===== src/hdl/rdfa_pkg.sv =====
`timescale 1ns / 1ps
// ----------------------------------------------------------------------------
// rdfa_pkg
// Shared constants, types and the quarter-wave sine table of the running
// DFT field accumulator.
// ----------------------------------------------------------------------------
package rdfa_pkg;

  localparam int SURFACE_CELLS = 4096;
  localparam int PHASE_BITS    = 10;
  localparam int ACC_BITS      = 40;

  localparam int CELL_W  = 12;
  localparam int TIME_W  = 32;
  localparam int FREQ_W  = 32;
  localparam int SAMP_W  = 16;
  localparam int HSUM_W  = SAMP_W + 1;
  localparam int OUT_W   = 40;
  localparam int INC_W   = 17;
  localparam int CELL_AW = $clog2(SURFACE_CELLS);
  localparam int N_ACC   = 8;

  localparam int QDEPTH = 4;
  localparam int Q_AW   = $clog2(QDEPTH);

  localparam int QUARTER_STEPS = 1 << (PHASE_BITS - 2);
  localparam longint unsigned Q30_ONE     = 64'd1 << 30;
  localparam longint unsigned HALF_PI_Q30 = 64'd1686629713;

  typedef logic [14:0] qsin_tab_t [0:QUARTER_STEPS];
  typedef logic signed [ACC_BITS-1:0] acc_t;
  typedef logic signed [SAMP_W-1:0] samp_t;
  typedef logic signed [HSUM_W-1:0] hsum_t;
  typedef logic [PHASE_BITS-1:0] phase_t;

  typedef struct packed {
    logic [CELL_W-1:0] cidx;
    logic              cell_ok;
    phase_t            ph_e;
    phase_t            ph_h;
    samp_t             e1;
    samp_t             e2;
    hsum_t             h1;
    hsum_t             h2;
  } q_ent_t;

  typedef struct packed {
    logic   push;
    q_ent_t ent;
  } q_wr_t;

  typedef struct packed {
    logic   full;
    logic   empty;
    q_ent_t head;
  } q_rd_t;

  typedef struct packed {
    logic pop;
    logic clearing;
  } bk_stat_t;

  function automatic qsin_tab_t build_qsin();
    qsin_tab_t       tab;
    longint unsigned x;
    longint unsigned x2;
    longint unsigned t;
    longint unsigned s;
    longint unsigned q;
    for (int r = 0; r <= QUARTER_STEPS; r++) begin
      x  = (longint'(r) * HALF_PI_Q30) >> (PHASE_BITS - 2);
      x2 = (x * x) >> 30;
      t  = Q30_ONE - x2 / 72;
      t  = Q30_ONE - ((x2 * t) >> 30) / 42;
      t  = Q30_ONE - ((x2 * t) >> 30) / 20;
      t  = Q30_ONE - ((x2 * t) >> 30) / 6;
      s  = (x * t) >> 30;
      q  = (s + 64'd16384) >> 15;
      if (q > 64'd32767) q = 64'd32767;
      tab[r] = q[14:0];
    end
    return tab;
  endfunction

  localparam qsin_tab_t QSIN = build_qsin();

  function automatic samp_t sine_at(phase_t idx);
    logic [1:0]            quad;
    logic [PHASE_BITS-2:0] r;
    logic [PHASE_BITS-2:0] rr;
    samp_t                 v;
    quad = idx[PHASE_BITS-1 -: 2];
    r    = {1'b0, idx[PHASE_BITS-3:0]};
    rr   = quad[0] ? ((PHASE_BITS-1)'(QUARTER_STEPS) - r) : r;
    v    = {1'b0, QSIN[rr]};
    return quad[1] ? -v : v;
  endfunction

  function automatic samp_t cosine_at(phase_t idx);
    return sine_at(idx + PHASE_BITS'(QUARTER_STEPS));
  endfunction

endpackage


===== src/hdl/rdfa_queue.sv =====
`timescale 1ns / 1ps
// ----------------------------------------------------------------------------
// rdfa_queue
// Short FIFO of classified entries between the front and the back.
// ----------------------------------------------------------------------------
module rdfa_queue (
  input  logic                clk,
  input  logic                rst_n,
  input  rdfa_pkg::q_wr_t     q_wr,
  input  rdfa_pkg::bk_stat_t  stat,
  output rdfa_pkg::q_rd_t     q_rd
);
  import rdfa_pkg::*;

  q_ent_t          mem_r [QDEPTH];
  logic [Q_AW-1:0] wp_r;
  logic [Q_AW-1:0] rp_r;
  logic [Q_AW:0]   cnt_r;
  logic [Q_AW:0]   cnt_nxt;
  logic            do_pop;

  assign do_pop = stat.pop && (cnt_r != '0);

  always_comb begin
    cnt_nxt = cnt_r;
    if (q_wr.push && !do_pop) begin
      cnt_nxt = cnt_r + 1'b1;
    end else if (!q_wr.push && do_pop) begin
      cnt_nxt = cnt_r - 1'b1;
    end
  end

  always_ff @(posedge clk) begin
    if (!rst_n) begin
      wp_r  <= '0;
      rp_r  <= '0;
      cnt_r <= '0;
    end else begin
      cnt_r <= cnt_nxt;
      if (q_wr.push) begin
        wp_r <= wp_r + 1'b1;
      end
      if (do_pop) begin
        rp_r <= rp_r + 1'b1;
      end
    end
  end

  always_ff @(posedge clk) begin
    if (q_wr.push) begin
      mem_r[wp_r] <= q_wr.ent;
    end
  end

  assign q_rd.full  = (cnt_r == (Q_AW+1)'(QDEPTH));
  assign q_rd.empty = (cnt_r == '0);
  assign q_rd.head  = mem_r[rp_r];

endmodule


===== config.mk =====
export PLATFORM = sky130hd
export DESIGN_NAME = rdfa_queue
export DESIGN_NICKNAME = d
export VERILOG_FILES = /design/src/hdl/rdfa_pkg.sv /design/src/hdl/rdfa_queue.sv
export SDC_FILE = /design/constraint.sdc
export NUM_CORES = 1
export LEC_CHECK = 0
export BUFFER_PORTS_ARGS = -buffer_cell sky130_fd_sc_hd__buf_4
export CAP_MARGIN = 20
export CORE_MARGIN = 8
export CORE_UTILIZATION = 50
export DETAILED_ROUTE_END_ITERATION = 7
export GPL_TIMING_DRIVEN = 0
export PLACE_DENSITY_LB_ADDON = 0.05
export SETUP_SLACK_MARGIN = 0.2
export SYNTH_ARGS = -nofsm -noshare
export SYNTH_HDL_FRONTEND = slang
export SYNTH_SLANG_ARGS = --single-unit

===== constraint.sdc =====
create_clock -name clk -period 8.9 [get_ports clk]
set_clock_uncertainty 0.2 [all_clocks]
set_input_delay 0.89 -clock clk [delete_from_list [all_inputs] [get_ports clk]]
set_output_delay 0.89 -clock clk [all_outputs]
set_load 0.005 [all_outputs]

* Yosys cells after proc, flatten, opt, wreduce, memory -nomap -nowiden *
Memories as Yosys holds them, arrays and structs flattened. A register that Yosys moved wholly into a read port is not among the register bits.
Index checks and enable logic that the tools add are counted.

operators by class
  $add $sub $neg = 4
  eq/ne operators = 1
  mux-type cells = 6
  reduce and logical (&&, ||, !) cells = 8

operators by type and width
  cell                                               number
  two-way mux 3 bit                                  2
  adder 2 x 1 -> 2 bit (second input constant)       2
  two-way mux 2 bit                                  2
  adder 3 x 1 -> 3 bit (second input constant)       1
  equality test 3 bit (second input constant)        1
  logical AND 1 bit                                  3
  logical NOT 3 bit                                  1
  nonzero test 3 bit                                 1
  subtractor 3 x 1 -> 3 bit (second input constant)  1
  logical NOT 1 bit                                  2
  two-way mux 1 bit                                  2
  nonzero test 2 bit                                 1

storage, ports and cells
  register bits = 7
  RAM bits = 396
  output and inout port bits = 101
  memories kept = 1

memory list
  name   depth  width  rd ports  clocked after Yosys merged registers in  write ports  line              source
  mem_r  4      99     1         1                                        1            rdfa_queue.sv:15  q_ent_t mem_r [QDEPTH];

* Logic depth before layout (Yosys ltp) *
  depth after elaboration = 5
  mapped depth = 7

* Worst setup path before layout *
OpenSTA, ideal clock, no wires.

  path kind = in2reg
  from = in q_wr[99] in the netlist's numbering
  to = mem mem_r[0][0] in the netlist's numbering, enable pin
  data arrival time = 3.177 ns
  data required time = 8.231 ns
  path slack = 5.055 ns
  stages = 1
  path through = and2_1

on the way
  cells in the longest elaborated chain, start to end = 2

RTL lines
  what                                     line              source
  from (decl)                              rdfa_queue.sv:9   input rdfa_pkg::q_wr_t q_wr,
  two-way mux 1 bit                        rdfa_queue.sv:50  if (q_wr.push) begin
  two-way mux 1 bit (not written as such)  rdfa_queue.sv:51  mem_r[wp_r] <= q_wr.ent;
  to (decl)                                rdfa_queue.sv:15

Every way passes these cells.

==> impl_results.md <==
* Area of the die at 35150 sq um
* Skew-Pair Late Insertion Delay at 520 ps
* Clock Path Buffers at 3
* Crit path max fanout at 10
* Antenna violations before repair at 2
* Synth cell types at 23
* Clock slew at reported path FFs at 60 ps
* Detail Placement HPWL at 17.92 mm
* Area Overhead vs Synth at 23.63%
* Largest net degree at the start of global routing at 56
* Outcome: completed
* Critical path required time at 7810 ps
* Pwr dens at 273.7 nW/um^2
* Final setup fails at 0
* GPL Wtd Cong at 0.6876
* Clock sinks at 405
* Internal power at 0.003834 W
* Worst slew pin tran at 896.5 ps
* Worst Setup End Kind: output port
* Simple-gate share of the synthesized area at 0.5956%
* Share of post-route cells with drive strength above 1 at 45.05%
* Final wirelength at 28.43 mm
* Max stage delay cell, worst path: clkbuf_1
* Post-synthesis register bit count at 405
* Post-synth EDFFs at 396
* Post-Synth Adder-Cell Area at 0.5616%
* Min Tclk post-route at 3357 ps
* Vias in the first global route at 7522
* Final Hold Viols at 0
* Part of the Yosys area used for sequential elements at 82.10%
* Die X at 187.5 um
* Syn_area_per_cell at 26.26 sq um
* Num rows at 62
* CP top delay family: buffers and inverters
* Syn Inst Count at 560
* Leak at 6.129 nW
* Initial core utilization at 50.95%
* DR WL/cell at 23.25 um
* CTS tree: yes
* GRT Util Overall at 16.17%
* CP cell instances: buf_2 -> clkbuf_1 -> mux4_2 -> buf_4
* Critical Path AT at 2270 ps
* Top_reg_cell synth: edfxtp_1
* Setup bufs post-CTS at 0
* Reg-to-reg slack, setup at 6470 ps
* Global route hottest layer: met2
* Worst path buffer plus inverter count at 3
* Nets at 921
* Synth warn at 0
* Comb power frac at 21.6%
* DRT iter0 DRCs at 345
* Port bufs at 203
* Top-count cell post-synth: edfxtp_1
* Vias per cell at 5.380
* First-pass DRT Iterations at 4
* Top cells by count, synth: edfxtp_1 (396), mux4_2 (99), buf_2 (10)
* M2 GR Usage at 28.07%
* Net Count, Synth at 670
* Clock buffer count from CTS at 41
* Met1 global-route usage at 19.54%
* Switching Share at 22.95%
* Post-place instance area at 16860 sq um
* Relative slew slack at 40.23%
* Critical path type: reg2out
* Unrepaired setup endpoints after global routing: false
* Congestion Overflow GR at 0
* First-pass GRT wire length at 43.61 mm
* Worst Hold Class: reg2reg
* Met3 Use GR at 4.490%
* Hold Path Origin: wp_r[1]
* Max Cap Violations at 0
* F_max at 0.2979 GHz
* Final antenna diode count at 0
* Worst VDD drop at 0.1568 mV
* Combinational family with the most area after synthesis: multiplexers
* Power Total at 0.004975 W
* IO Count at 205
* Worst r2r src: cnt_r[0]
* Post-synth top area share at 80.87%
* Core area at 28860 sq um
* Clock power frac at 33.6%
* Remaining DRCs at 0
* Mux share of post-synthesis cell area at 15.30%
* Critical path startpoint category: flop
* Synth top area cells: edfxtp_1 (81%), mux4_2 (15%), dfxtp_1 (1.2%)
* Post-synthesis xor/xnor area fraction at 0.2978%
* DR vias at 6580
* Total net switching power at 0.001142 W
* Antenna-violating nets left at 0
* Die Span Y at 187.5 um
* H-tree Lvls at 2
* Critical Path Max Stage Delay at 560 ps
* Asr flop ratio synth at 0%
* Mapped Area at 14700 sq um
* Hold buffer count at cts at 0
* Max-slew violation count at 0
* Fin crit share at 37.72%
* Post-CTS sizing at 0
* Total negative setup slack at 0 ps
* Fin area at 18180 sq um
* Clk root buf: clkbuf_16
* Post-synth top area cell: edfxtp_1
* Seq pwr share at 44.8%
* Compound-gate portion of the synthesized area at 0.1957%
-- final timing paths --
kind              end  cells past startpoint
max          q_rd[63]                      4
min reg2reg   wp_r[1]                      2
min           wp_r[1]                      2
max reg2reg  cnt_r[2]                      7
-- worst min-delay path, cell delays in order (launching register included) --
cell	delay [ps]
dfxtp_1	330
mux2i_1	130
nor2b_1	60
-- placed cells by master, fill, tap and decap left out, types with 2 or more instances in the layout --
cell type,count
and2_4,4
edfxtp_1,396
xnor2_1,3
buf_4,204
clkbuf_16,43
clkbuf_1,15
ha_1,5
clkinv_1,11
nor2b_1,2
buf_8,2
buf_16,5
inv_1,3
mux2i_1,2
bufinv_16,5
dfxtp_1,9
buf_2,10
and2_1,5
mux4_2,99
clkinv_2,4
xor2_1,2
-- cell families after synthesis --
group | count (synthesis)
xor+xnor | 5
mux | 101
simple gates | 14
buf+inv | 25
flops | 405
compound gates | 4
fa+ha+maj | 6
-- final cells by class --
class	instances	area (sq um)
clock inverters	21	220.2
multi-input cells	130	2502
flip-flops and latches	405	12070
well taps	384	480.5
repair buffers	208	1662
inverters	3	11.26
clock buffers	50	1102
fillers	2035	10680
plain buffers	22	128.9
-- per-layer routing --
metal  routed length (um)  vias to the layer above
li1                     -                     2922
met1                11240                     3427
met2                14700                      183
met3                 1867                       44
met4                  592                        4
met5                   27                        -
-- power groups by stage --
stage               Sequential, W  Combinational [W]  Clock, W
CTS                       0.00223            0.00111   0.00171
finish                    0.00223            0.00108   0.00167
global route              0.00223            0.00117   0.00178
floorplan                 0.00227           0.000599         0
detailed placement        0.00227            0.00111         0
global placement          0.00228            0.00108         0
-- sequential cells by signal, indices dropped and copies added, names as in the netlist, named ones only --
| signal | count |
|---|---|
| mem_r | 396 |
| cnt_r | 3 |
| rp_r | 2 |
| wp_r | 2 |
-- through the flow --
| step | setup WS [ps] | instances | utilization, % | hold WS (ps) |
|---|---|---|---|---|
| after global placement | 3096 | 1147 | 57.90 | 310.3 |
| after CTS | 5492 | 1223 | 62.99 | 348.6 |
| after floorplan | 5055 | 560 | - | 294.5 |
| after global routing | 5428 | 1223 | 62.99 | 345.5 |
| after detailed placement | 6039 | 1152 | 58.41 | 359.1 |
| final | 5543 | 1223 | 62.99 | 362.2 |
No activity file was read; power rests on OpenSTA's default activity.
