## config.mk

```make
export PLATFORM = sky130hd
export DESIGN_NAME = rdfa_front_flat
export DESIGN_NICKNAME = d
export VERILOG_FILES = /design/src/hdl/rdfa_pkg.sv /design/src/hdl/rdfa_if.sv /design/src/hdl/rdfa_front.sv /design/src/flat_wrapper.sv
export SDC_FILE = /design/constraint.sdc
export NUM_CORES = 2
export LEC_CHECK = 0
export ABC_CLOCK_PERIOD_IN_PS = 8800
export BUFFER_PORTS_ARGS = -buffer_cell sky130_fd_sc_hd__buf_4
export CORE_MARGIN = 2
export CORE_UTILIZATION = 50
export DETAILED_ROUTE_END_ITERATION = 12
export GPL_TIMING_DRIVEN = 1
export PLACE_DENSITY = 0.71
export SLEW_MARGIN = 20
export SYNTH_ARGS = -nofsm -noshare
export SYNTH_HDL_FRONTEND = slang
export SYNTH_SLANG_ARGS = --single-unit
```

## constraint.sdc

```tcl
create_clock -name clk -period 8.8 [get_ports clk]
set_clock_uncertainty 0.1 [all_clocks]
set_input_delay 0.44 -clock clk [delete_from_list [all_inputs] [get_ports clk]]
set_output_delay 0.44 -clock clk [all_outputs]
set_load 0.005 [all_outputs]
```

## src/hdl/rdfa_pkg.sv

```systemverilog
`timescale 1ns / 1ps
// ----------------------------------------------------------------------------
// rdfa_pkg
// Shared constants, types and the quarter-wave sine table of the running
// DFT field accumulator.
// ----------------------------------------------------------------------------
package rdfa_pkg;

  localparam int SURFACE_CELLS = 4096;
  localparam int PHASE_BITS    = 10;
  localparam int ACC_BITS      = 40;

  localparam int CELL_W  = 12;
  localparam int TIME_W  = 32;
  localparam int FREQ_W  = 32;
  localparam int SAMP_W  = 16;
  localparam int HSUM_W  = SAMP_W + 1;
  localparam int OUT_W   = 40;
  localparam int INC_W   = 17;
  localparam int CELL_AW = $clog2(SURFACE_CELLS);
  localparam int N_ACC   = 8;

  localparam int QDEPTH = 4;
  localparam int Q_AW   = $clog2(QDEPTH);

  localparam int QUARTER_STEPS = 1 << (PHASE_BITS - 2);
  localparam longint unsigned Q30_ONE     = 64'd1 << 30;
  localparam longint unsigned HALF_PI_Q30 = 64'd1686629713;

  typedef logic [14:0] qsin_tab_t [0:QUARTER_STEPS];
  typedef logic signed [ACC_BITS-1:0] acc_t;
  typedef logic signed [SAMP_W-1:0] samp_t;
  typedef logic signed [HSUM_W-1:0] hsum_t;
  typedef logic [PHASE_BITS-1:0] phase_t;

  typedef struct packed {
    logic [CELL_W-1:0] cidx;
    logic              cell_ok;
    phase_t            ph_e;
    phase_t            ph_h;
    samp_t             e1;
    samp_t             e2;
    hsum_t             h1;
    hsum_t             h2;
  } q_ent_t;

  typedef struct packed {
    logic   push;
    q_ent_t ent;
  } q_wr_t;

  typedef struct packed {
    logic   full;
    logic   empty;
    q_ent_t head;
  } q_rd_t;

  typedef struct packed {
    logic pop;
    logic clearing;
  } bk_stat_t;

  function automatic qsin_tab_t build_qsin();
    qsin_tab_t       tab;
    longint unsigned x;
    longint unsigned x2;
    longint unsigned t;
    longint unsigned s;
    longint unsigned q;
    for (int r = 0; r <= QUARTER_STEPS; r++) begin
      x  = (longint'(r) * HALF_PI_Q30) >> (PHASE_BITS - 2);
      x2 = (x * x) >> 30;
      t  = Q30_ONE - x2 / 72;
      t  = Q30_ONE - ((x2 * t) >> 30) / 42;
      t  = Q30_ONE - ((x2 * t) >> 30) / 20;
      t  = Q30_ONE - ((x2 * t) >> 30) / 6;
      s  = (x * t) >> 30;
      q  = (s + 64'd16384) >> 15;
      if (q > 64'd32767) q = 64'd32767;
      tab[r] = q[14:0];
    end
    return tab;
  endfunction

  localparam qsin_tab_t QSIN = build_qsin();

  function automatic samp_t sine_at(phase_t idx);
    logic [1:0]            quad;
    logic [PHASE_BITS-2:0] r;
    logic [PHASE_BITS-2:0] rr;
    samp_t                 v;
    quad = idx[PHASE_BITS-1 -: 2];
    r    = {1'b0, idx[PHASE_BITS-3:0]};
    rr   = quad[0] ? ((PHASE_BITS-1)'(QUARTER_STEPS) - r) : r;
    v    = {1'b0, QSIN[rr]};
    return quad[1] ? -v : v;
  endfunction

  function automatic samp_t cosine_at(phase_t idx);
    return sine_at(idx + PHASE_BITS'(QUARTER_STEPS));
  endfunction

endpackage

```

## src/hdl/rdfa_if.sv

```systemverilog
`timescale 1ns / 1ps
// ----------------------------------------------------------------------------
// rdfa_if
// Valid/ready channels for field sample beats and phasor sum beats.
// ----------------------------------------------------------------------------
interface rdfa_in_if;
  logic                                       valid;
  logic                                       ready;
  logic        [rdfa_pkg::CELL_W-1:0]         cell_index;
  logic        [rdfa_pkg::TIME_W-1:0]         time_e;
  logic        [rdfa_pkg::TIME_W-1:0]         time_h;
  logic signed [rdfa_pkg::SAMP_W-1:0]         e1_sample;
  logic signed [rdfa_pkg::SAMP_W-1:0]         e2_sample;
  logic signed [rdfa_pkg::SAMP_W-1:0]         h1_here;
  logic signed [rdfa_pkg::SAMP_W-1:0]         h1_next;
  logic signed [rdfa_pkg::SAMP_W-1:0]         h2_here;
  logic signed [rdfa_pkg::SAMP_W-1:0]         h2_next;

  modport source (output valid, cell_index, time_e, time_h, e1_sample, e2_sample,
                  h1_here, h1_next, h2_here, h2_next, input ready);
  modport sink (input valid, cell_index, time_e, time_h, e1_sample, e2_sample,
                h1_here, h1_next, h2_here, h2_next, output ready);
endinterface


```

## src/hdl/rdfa_front.sv

```systemverilog
`timescale 1ns / 1ps
// ----------------------------------------------------------------------------
// rdfa_front
// Takes sample beats, forms both phase indexes and the H neighbour sums,
// and pushes one entry per beat into the queue.
// ----------------------------------------------------------------------------
module rdfa_front (
  input  logic                         clk,
  input  logic                         rst_n,
  input  logic                         cfg_we,
  input  logic [rdfa_pkg::FREQ_W-1:0]  cfg_wdata,
  rdfa_in_if.sink                      in_bus,
  input  rdfa_pkg::bk_stat_t           stat,
  input  rdfa_pkg::q_rd_t              q_rd,
  output rdfa_pkg::q_wr_t              q_wr
);
  import rdfa_pkg::*;

  logic [FREQ_W-1:0] freq_r;
  logic              f_vld_r;
  logic              f_vld_nxt;
  q_ent_t            f_ent_r;
  logic [63:0]       pe_full;
  logic [63:0]       ph_full;
  logic              load;
  logic              push;

  assign pe_full = {32'd0, freq_r} * {32'd0, in_bus.time_e};
  assign ph_full = {32'd0, freq_r} * {32'd0, in_bus.time_h};

  assign push         = f_vld_r && !q_rd.full;
  assign in_bus.ready = !stat.clearing && (!f_vld_r || !q_rd.full);
  assign load         = in_bus.valid && in_bus.ready;

  always_comb begin
    f_vld_nxt = f_vld_r;
    if (load) begin
      f_vld_nxt = 1'b1;
    end else if (push) begin
      f_vld_nxt = 1'b0;
    end
  end

  always_ff @(posedge clk) begin
    if (!rst_n) begin
      f_vld_r <= 1'b0;
      freq_r  <= '0;
    end else begin
      f_vld_r <= f_vld_nxt;
      if (cfg_we) begin
        freq_r <= cfg_wdata;
      end
    end
  end

  always_ff @(posedge clk) begin
    if (load) begin
      f_ent_r.cidx    <= in_bus.cell_index;
      f_ent_r.cell_ok <= 32'(in_bus.cell_index) < 32'(SURFACE_CELLS);
      f_ent_r.ph_e    <= pe_full[31 -: PHASE_BITS];
      f_ent_r.ph_h    <= ph_full[31 -: PHASE_BITS];
      f_ent_r.e1      <= in_bus.e1_sample;
      f_ent_r.e2      <= in_bus.e2_sample;
      f_ent_r.h1      <= HSUM_W'(in_bus.h1_here) + HSUM_W'(in_bus.h1_next);
      f_ent_r.h2      <= HSUM_W'(in_bus.h2_here) + HSUM_W'(in_bus.h2_next);
    end
  end

  assign q_wr.push = push;
  assign q_wr.ent  = f_ent_r;

endmodule

```

## src/flat_wrapper.sv

```systemverilog
// flat-port wrapper written by rule: the top's interface ports become plain ports
module rdfa_front_flat import rdfa_pkg::*;
  (clk, rst_n, cfg_we, cfg_wdata, stat, q_rd, q_wr, in_bus_valid, in_bus_cell_index, in_bus_time_e, in_bus_time_h, in_bus_e1_sample, in_bus_e2_sample, in_bus_h1_here, in_bus_h1_next, in_bus_h2_here, in_bus_h2_next, in_bus_ready);
  rdfa_in_if in_bus_i ();
  input  logic clk;
  input  logic rst_n;
  input  logic cfg_we;
  input  logic [rdfa_pkg::FREQ_W-1:0] cfg_wdata;
  input  rdfa_pkg::bk_stat_t stat;
  input  rdfa_pkg::q_rd_t q_rd;
  output rdfa_pkg::q_wr_t q_wr;
  input wire logic [$bits(in_bus_i.valid)-1:0] in_bus_valid;
  input wire logic [$bits(in_bus_i.cell_index)-1:0] in_bus_cell_index;
  input wire logic [$bits(in_bus_i.time_e)-1:0] in_bus_time_e;
  input wire logic [$bits(in_bus_i.time_h)-1:0] in_bus_time_h;
  input wire logic [$bits(in_bus_i.e1_sample)-1:0] in_bus_e1_sample;
  input wire logic [$bits(in_bus_i.e2_sample)-1:0] in_bus_e2_sample;
  input wire logic [$bits(in_bus_i.h1_here)-1:0] in_bus_h1_here;
  input wire logic [$bits(in_bus_i.h1_next)-1:0] in_bus_h1_next;
  input wire logic [$bits(in_bus_i.h2_here)-1:0] in_bus_h2_here;
  input wire logic [$bits(in_bus_i.h2_next)-1:0] in_bus_h2_next;
  output wire logic [$bits(in_bus_i.ready)-1:0] in_bus_ready;
  assign in_bus_i.valid = in_bus_valid;
  assign in_bus_i.cell_index = in_bus_cell_index;
  assign in_bus_i.time_e = in_bus_time_e;
  assign in_bus_i.time_h = in_bus_time_h;
  assign in_bus_i.e1_sample = in_bus_e1_sample;
  assign in_bus_i.e2_sample = in_bus_e2_sample;
  assign in_bus_i.h1_here = in_bus_h1_here;
  assign in_bus_i.h1_next = in_bus_h1_next;
  assign in_bus_i.h2_here = in_bus_h2_here;
  assign in_bus_i.h2_next = in_bus_h2_next;
  assign in_bus_ready = in_bus_i.ready;
  rdfa_front u_core (.clk(clk), .rst_n(rst_n), .cfg_we(cfg_we), .cfg_wdata(cfg_wdata), .in_bus(in_bus_i), .stat(stat), .q_rd(q_rd), .q_wr(q_wr));
endmodule
```

---- Yosys cells after proc, flatten, opt, wreduce, memory -nomap -nowiden ----
Index checks and enable logic that the tools add are counted.
operators by class
  multiply operators ...................... 2
  reduce and logical (&&, ||, !) cells .... 8
  multiplexer cells ....................... 2
  $add $sub $neg .......................... 2
operators by type and width
  operator             count
  $mul A32 B32 Y32     2
  $add A16 B16 Y17     2
  $logic_and A1 B1 Y1  3
  $logic_not A1 Y1     3
  $mux W1              2
  $reduce_bool A2 Y1   1
  $logic_or A1 B1 Y1   1
storage, ports and cells
  input port bits ......................... 311
  word-level logic and storage cells ...... 23
  output and inout bits ................... 101
  bits in registers ....................... 131

---- Longest topological paths before layout ----
  depth after elaboration ................. 5
  mapped depth ............................ 26
  mapped depth without buffers ............ 24

---- Worst setup path before layout ----
Ideal clock, no wire load.
  path kind ............................... input port to flip-flop
  from .................................... input in_bus_time_e[2]
  to ...................................... register u_core.f_ent_r, in the netlist u_core.q_wr[83], data pin
  stages .................................. 23
  slack ................................... 1,784 ps
  library setup time ...................... 259 ps
  required time ........................... 8,441 ps
  data arrival time ....................... 6,657 ps
  buffers on the path ..................... 2
  path through ............................ clkbuf_1 -> clkbuf_1 -> nand2_1 -> fa_1 -> fa_1 -> fa_1 -> fa_1 -> inv_1 -> fa_1 -> inv_1 -> fa_1 -> fa_1 -> fa_1 -> inv_1 -> ha_1 -> and3_1 -> and3_1 -> o2bb2ai_1 -> a211oi_1 -> o31ai_1 -> o21a_1 -> nor2_1 -> xnor2_1
on the way
  word-level cells in the longest chain between the ends .. 1
ends and longest elaborated chain
  item                    line                source
  start: declaration      flat_wrapper.sv:14  input wire logic [$bits(in_bus_i.time_e)-1:0] in_bus_time_e;
  $mul A32 B32 Y32        rdfa_front.sv:28    assign pe_full = {32'd0, freq_r} * {32'd0, in_bus.time_e};
  via u_core.pe_full[29]  rdfa_front.sv:23    logic [63:0] pe_full;
  end: declaration        rdfa_front.sv:22    q_ent_t f_ent_r;
The timed path passes the listed nets, and every way through them passes these cells.
A chain may end at the register's enable or synchronous reset.

---- Worst setup path after layout ----
  from .................................... register u_core.freq_r[16]
  to ...................................... register u_core.f_ent_r, in the netlist u_core.q_wr[75], data pin
on the way
  word-level cells in the longest chain between the ends .. 1
ends and longest elaborated chain
  item                      line              source
  start: declaration        rdfa_front.sv:19  logic [FREQ_W-1:0] freq_r;
  start signal: assignment  rdfa_front.sv:51  freq_r <= cfg_wdata;
  $mul A32 B32 Y32          rdfa_front.sv:29  assign ph_full = {32'd0, freq_r} * {32'd0, in_bus.time_h};
  via u_core.ph_full[31]    rdfa_front.sv:24  logic [63:0] ph_full;
The timed path passes the listed nets, and every way through them passes these cells.

==> flow_metrics.py <==
metrics = {
    "routing": {
        "drc": 0,
        "ant_nets": 0,
        "avgViaCountPerCell": 5.20,
        "num_vias": 25700,
        "drt-total-wl_mm": 89.2,
        "initialDrtViolationCount": 1215,
        "drtPass1Iterations": 6,
        "wl_per_cell_um": 18.0,
    },
    "synthesis": {
        "netlist_area_um2": 36100,
        "synthTopCellsByCount": "816 x fa_1, 801 x inv_1, 581 x and2_1",
        "synth_nets": 5166,
        "netlist_instances": 3767,
        "ys.warnings.count": 0,
        "synth.mux.area_fraction_pct": 0.916,
        "post-synth-top-count-cell": "fa_1",
        "async_reset_ff_share_pct": 0,
        "yosys.area.top_type": "fa_1",
        "yosys.area_share.simple_pct": 17.4,
        "synth_top_area_share_pct": 45.3,
        "ys_ff_latch": 131,
        "synth-compound-area-share_pct": 2.56,
        "ys_seq_area_share_pct": 9.99,
        "synthFlopType": "edfxtp_1",
        "synthTopCellsByArea": "fa_1 45%, and2_1 10%, ha_1 9.4%",
        "synth_xor_area_share_pct": 3.88,
        "synth_top_family_by_area": "adder cells",
        "synthAdderAreaFrac_pct": 54.7,
        "synth_cell_types": 61,
        "synth_edf_count": 98,
        "syn_area_per_cell_um2": 9.58,
    },
    "setup_path": {
        "cp_max_fo": 25,
        "cp.arrival_ns": 7.85,
        "slowest_delay_ns": 0.99,
        "critical_path_required_ns": 8.92,
        "crit_path_frequent_cell": "fa_1",
        "critPathLaunchType": "register",
        "end_kind": "register",
        "crit_start": "u_core.freq_r[16]",
        "crit_buf_inv": 4,
        "r2r_start": "u_core.freq_r[16]",
        "cp_slowest_cell": "dfxtp_1",
        "crit_type": "reg2reg",
        "crit_family": "adder cells",
        "cp_cell_sequence": "and2_1 -> fa_1 -> fa_1 -> fa_1 -> inv_1 -> fa_1 -> inv_1 -> fa_1 -> fa_1 -> fa_1 -> inv_1 -> fa_1 -> inv_1 -> ha_1 -> nand3_1 -> nor2_1 -> nand4_1 -> a2111oi_4 -> o221ai_2 -> a21oi_2 -> a31o_2 -> xnor2_1",
    },
    "pwr": {
        "power_frac_comb_pct": 79.6,
        "max-vdd-ir-drop_mv": 0.324,
        "powerDensity_nw_per_um2": 224,
        "leakage_nw": 19.7,
        "swShare_pct": 48.7,
        "p_switching_w": 0.00439,
        "power.share.clock_pct": 8.5,
        "seqPwrFrac_pct": 11.9,
        "p_int_w": 0.00462,
    },
    "placement": {
        "pre_cts_slack_ns": 1.12,
        "io_buffers": 309,
        "gp_congestion": 0.888,
        "dp_hpwl_mm": 71.2,
    },
    "die": {
        "ioPinCount": 412,
        "num_rows": 98,
        "die-height_um": 273,
        "dieArea_um2": 74300,
        "start_util_pct": 50.5,
        "die_w_um": 273,
        "core_area_um2": 71500,
    },
    "job": {
        "drv_cap": 0,
    },
    "grt": {
        "grt_pass1_wl_mm": 149,
        "grt_usage_pct": 25.8,
        "grt_max_degree": 73,
        "antenna_found_initial": 5,
        "grt_overflow": 0,
        "grt_pass1_vias": 28400,
    },
    "timing": {
        "tightest_slew_ns": 1.00,
        "final_max_slew_viol_count": 0,
        "fin_setup_tns_ns": 0,
        "min_period_ns": 7.73,
        "rsz0062_at_grt": "no",
        "hold_viol_final": 0,
        "setup_viol": 0,
        "maxSlewHeadroom_pct": 32.9,
        "min_period_over_period_pct": 87.8,
        "timing.fmax_mhz": 129,
        "worst_slack_ns": 1.07,
    },
    "clock_tree": {
        "cts_sinks": 131,
        "cts_max_level": 4,
        "cts_root_buf": "clkbuf_16",
        "cts_tree": "done",
        "cts_buffers": 17,
        "cts-resized-gates": 0,
        "cts.path.max_buffers": 2,
        "cts_setup_buffers": 0,
        "clk_latency_ns": 0.50,
        "path_clk_slew_ns": 0.10,
    },
    "worst_hold_path": {
        "hp-class": "in2reg",
        "hold_start": "cfg_wdata[16]",
    },
    "status": {
        "outcome": "finished, final reports clean",
    },
    "finish": {
        "syn_to_final_growth_pct": 11.5,
        "regArea_um2": 3610,
        "multi_input_area_um2": 28700,
        "fill_cells": 6346,
        "finalNetCount": 5380,
        "layout-drive-gt1-share_pct": 10.2,
    },
}
==> registers in the layout (all words and copies together), names as in the netlist <==
| name | cells |
|---|---|
| u_core.q_wr | 98 |
| u_core.freq_r | 32 |
| u_core.f_vld_r | 1 |
==> metrics by stage <==
stage | hold slack [ns] | util, % | power [W] | std cells | instance area, µm²
finish | 0.0926 | 56.3 | 0.00901 | 4947 | 40200
global route | 0.0864 | 56.3 | 0.0101 | 4946 | 40200
CTS | 0.0514 | 56.3 | 0.00913 | 4944 | 40200
detailed placement | 0.425 | 54.8 | 0.00826 | 4868 | 39200
global placement | 0.419 | 54.8 | 0.00814 | 4868 | 39200
floorplan | 0.393 | - | 0.00644 | 3767 | 36100
==> power groups by stage <==
stage               Clock, W  Sequential [W]  Combinational [W]
global route        0.000817         0.00108            0.00823
floorplan                  0         0.00105            0.00539
finish              0.000766         0.00107            0.00717
CTS                 0.000800         0.00107            0.00726
detailed placement         0         0.00109            0.00718
global placement           0         0.00108            0.00706
==> worst min-delay path: stages <==
cell     delay, ns
buf_4         0.08
mux2i_1       0.05
nor2b_1       0.10
==> path summary, 6_finish.rpt <==
| check | to | slack [ns] | cells past startpoint |
|---|---|---|---|
| max | u_core.q_wr[75] | 1.07 | 22 |
| min | u_core.freq_r[16] | 0.09 | 3 |
| max reg2reg | u_core.q_wr[75] | 1.07 | 22 |
| min reg2reg | u_core.f_vld_r | 0.45 | 2 |
==> cell usage in the layout, fill, tap and decap left out, types with 24 or more instances in the layout <==
cell type / netlist / layout
fa_1: 816 / 816
inv_1: 801 / 801
and2_1: 581 / 580
nand2_1: 497 / 497
buf_4: 2 / 350
ha_1: 272 / 272
xnor2_1: 126 / 126
edfxtp_1: 98 / 98
dlygate4sd3_1: 0 / 44
nor2b_1: 40 / 40
a21oi_1: 39 / 39
xor2_1: 34 / 34
mux2i_1: 33 / 33
nor2_1: 29 / 29
o21ai_0: 25 / 25
dfxtp_1: 33 / 24
==> logic make-up after synthesis <==
logic type / Yosys count
xor gates and xnor gates: 160
AOI/OAI and AO/OA: 133
DFF: 131
buffers and inverters: 1003
and+or+nand+nor: 1218
muxes: 33
adders and majority gates: 1088
other: 1
==> per-layer routing <==
metal / up-vias / GRT usage, % / wire length (µm)
li1: 11500 / - / -
met1: 13200 / 32.2 / 34700
met2: 848 / 44.2 / 44300
met3: 198 / 4.33 / 5780
met4: 6 / 11.4 / 4360
met5: - / 0 / 37
==> cell type report <==
type / count / share of cell area, %
Clock buffer: 17 / 1.06
Antenna cell: 3 / 0.0187
Inverter: 801 / 7.48
Tap cell: 950 / 2.96
Multi-Input combinational cell: 2633 / 71.3
Clock inverter: 15 / 0.404
Sequential cell: 131 / 8.99
Timing Repair Buffer: 397 / 7.78
==> timing repair <==
action,CTS,global route
setup endpoints to repair,0,0
hold buffers,44,0
hold endpoints to repair,44,0
(Power assumes the default switching activity.)
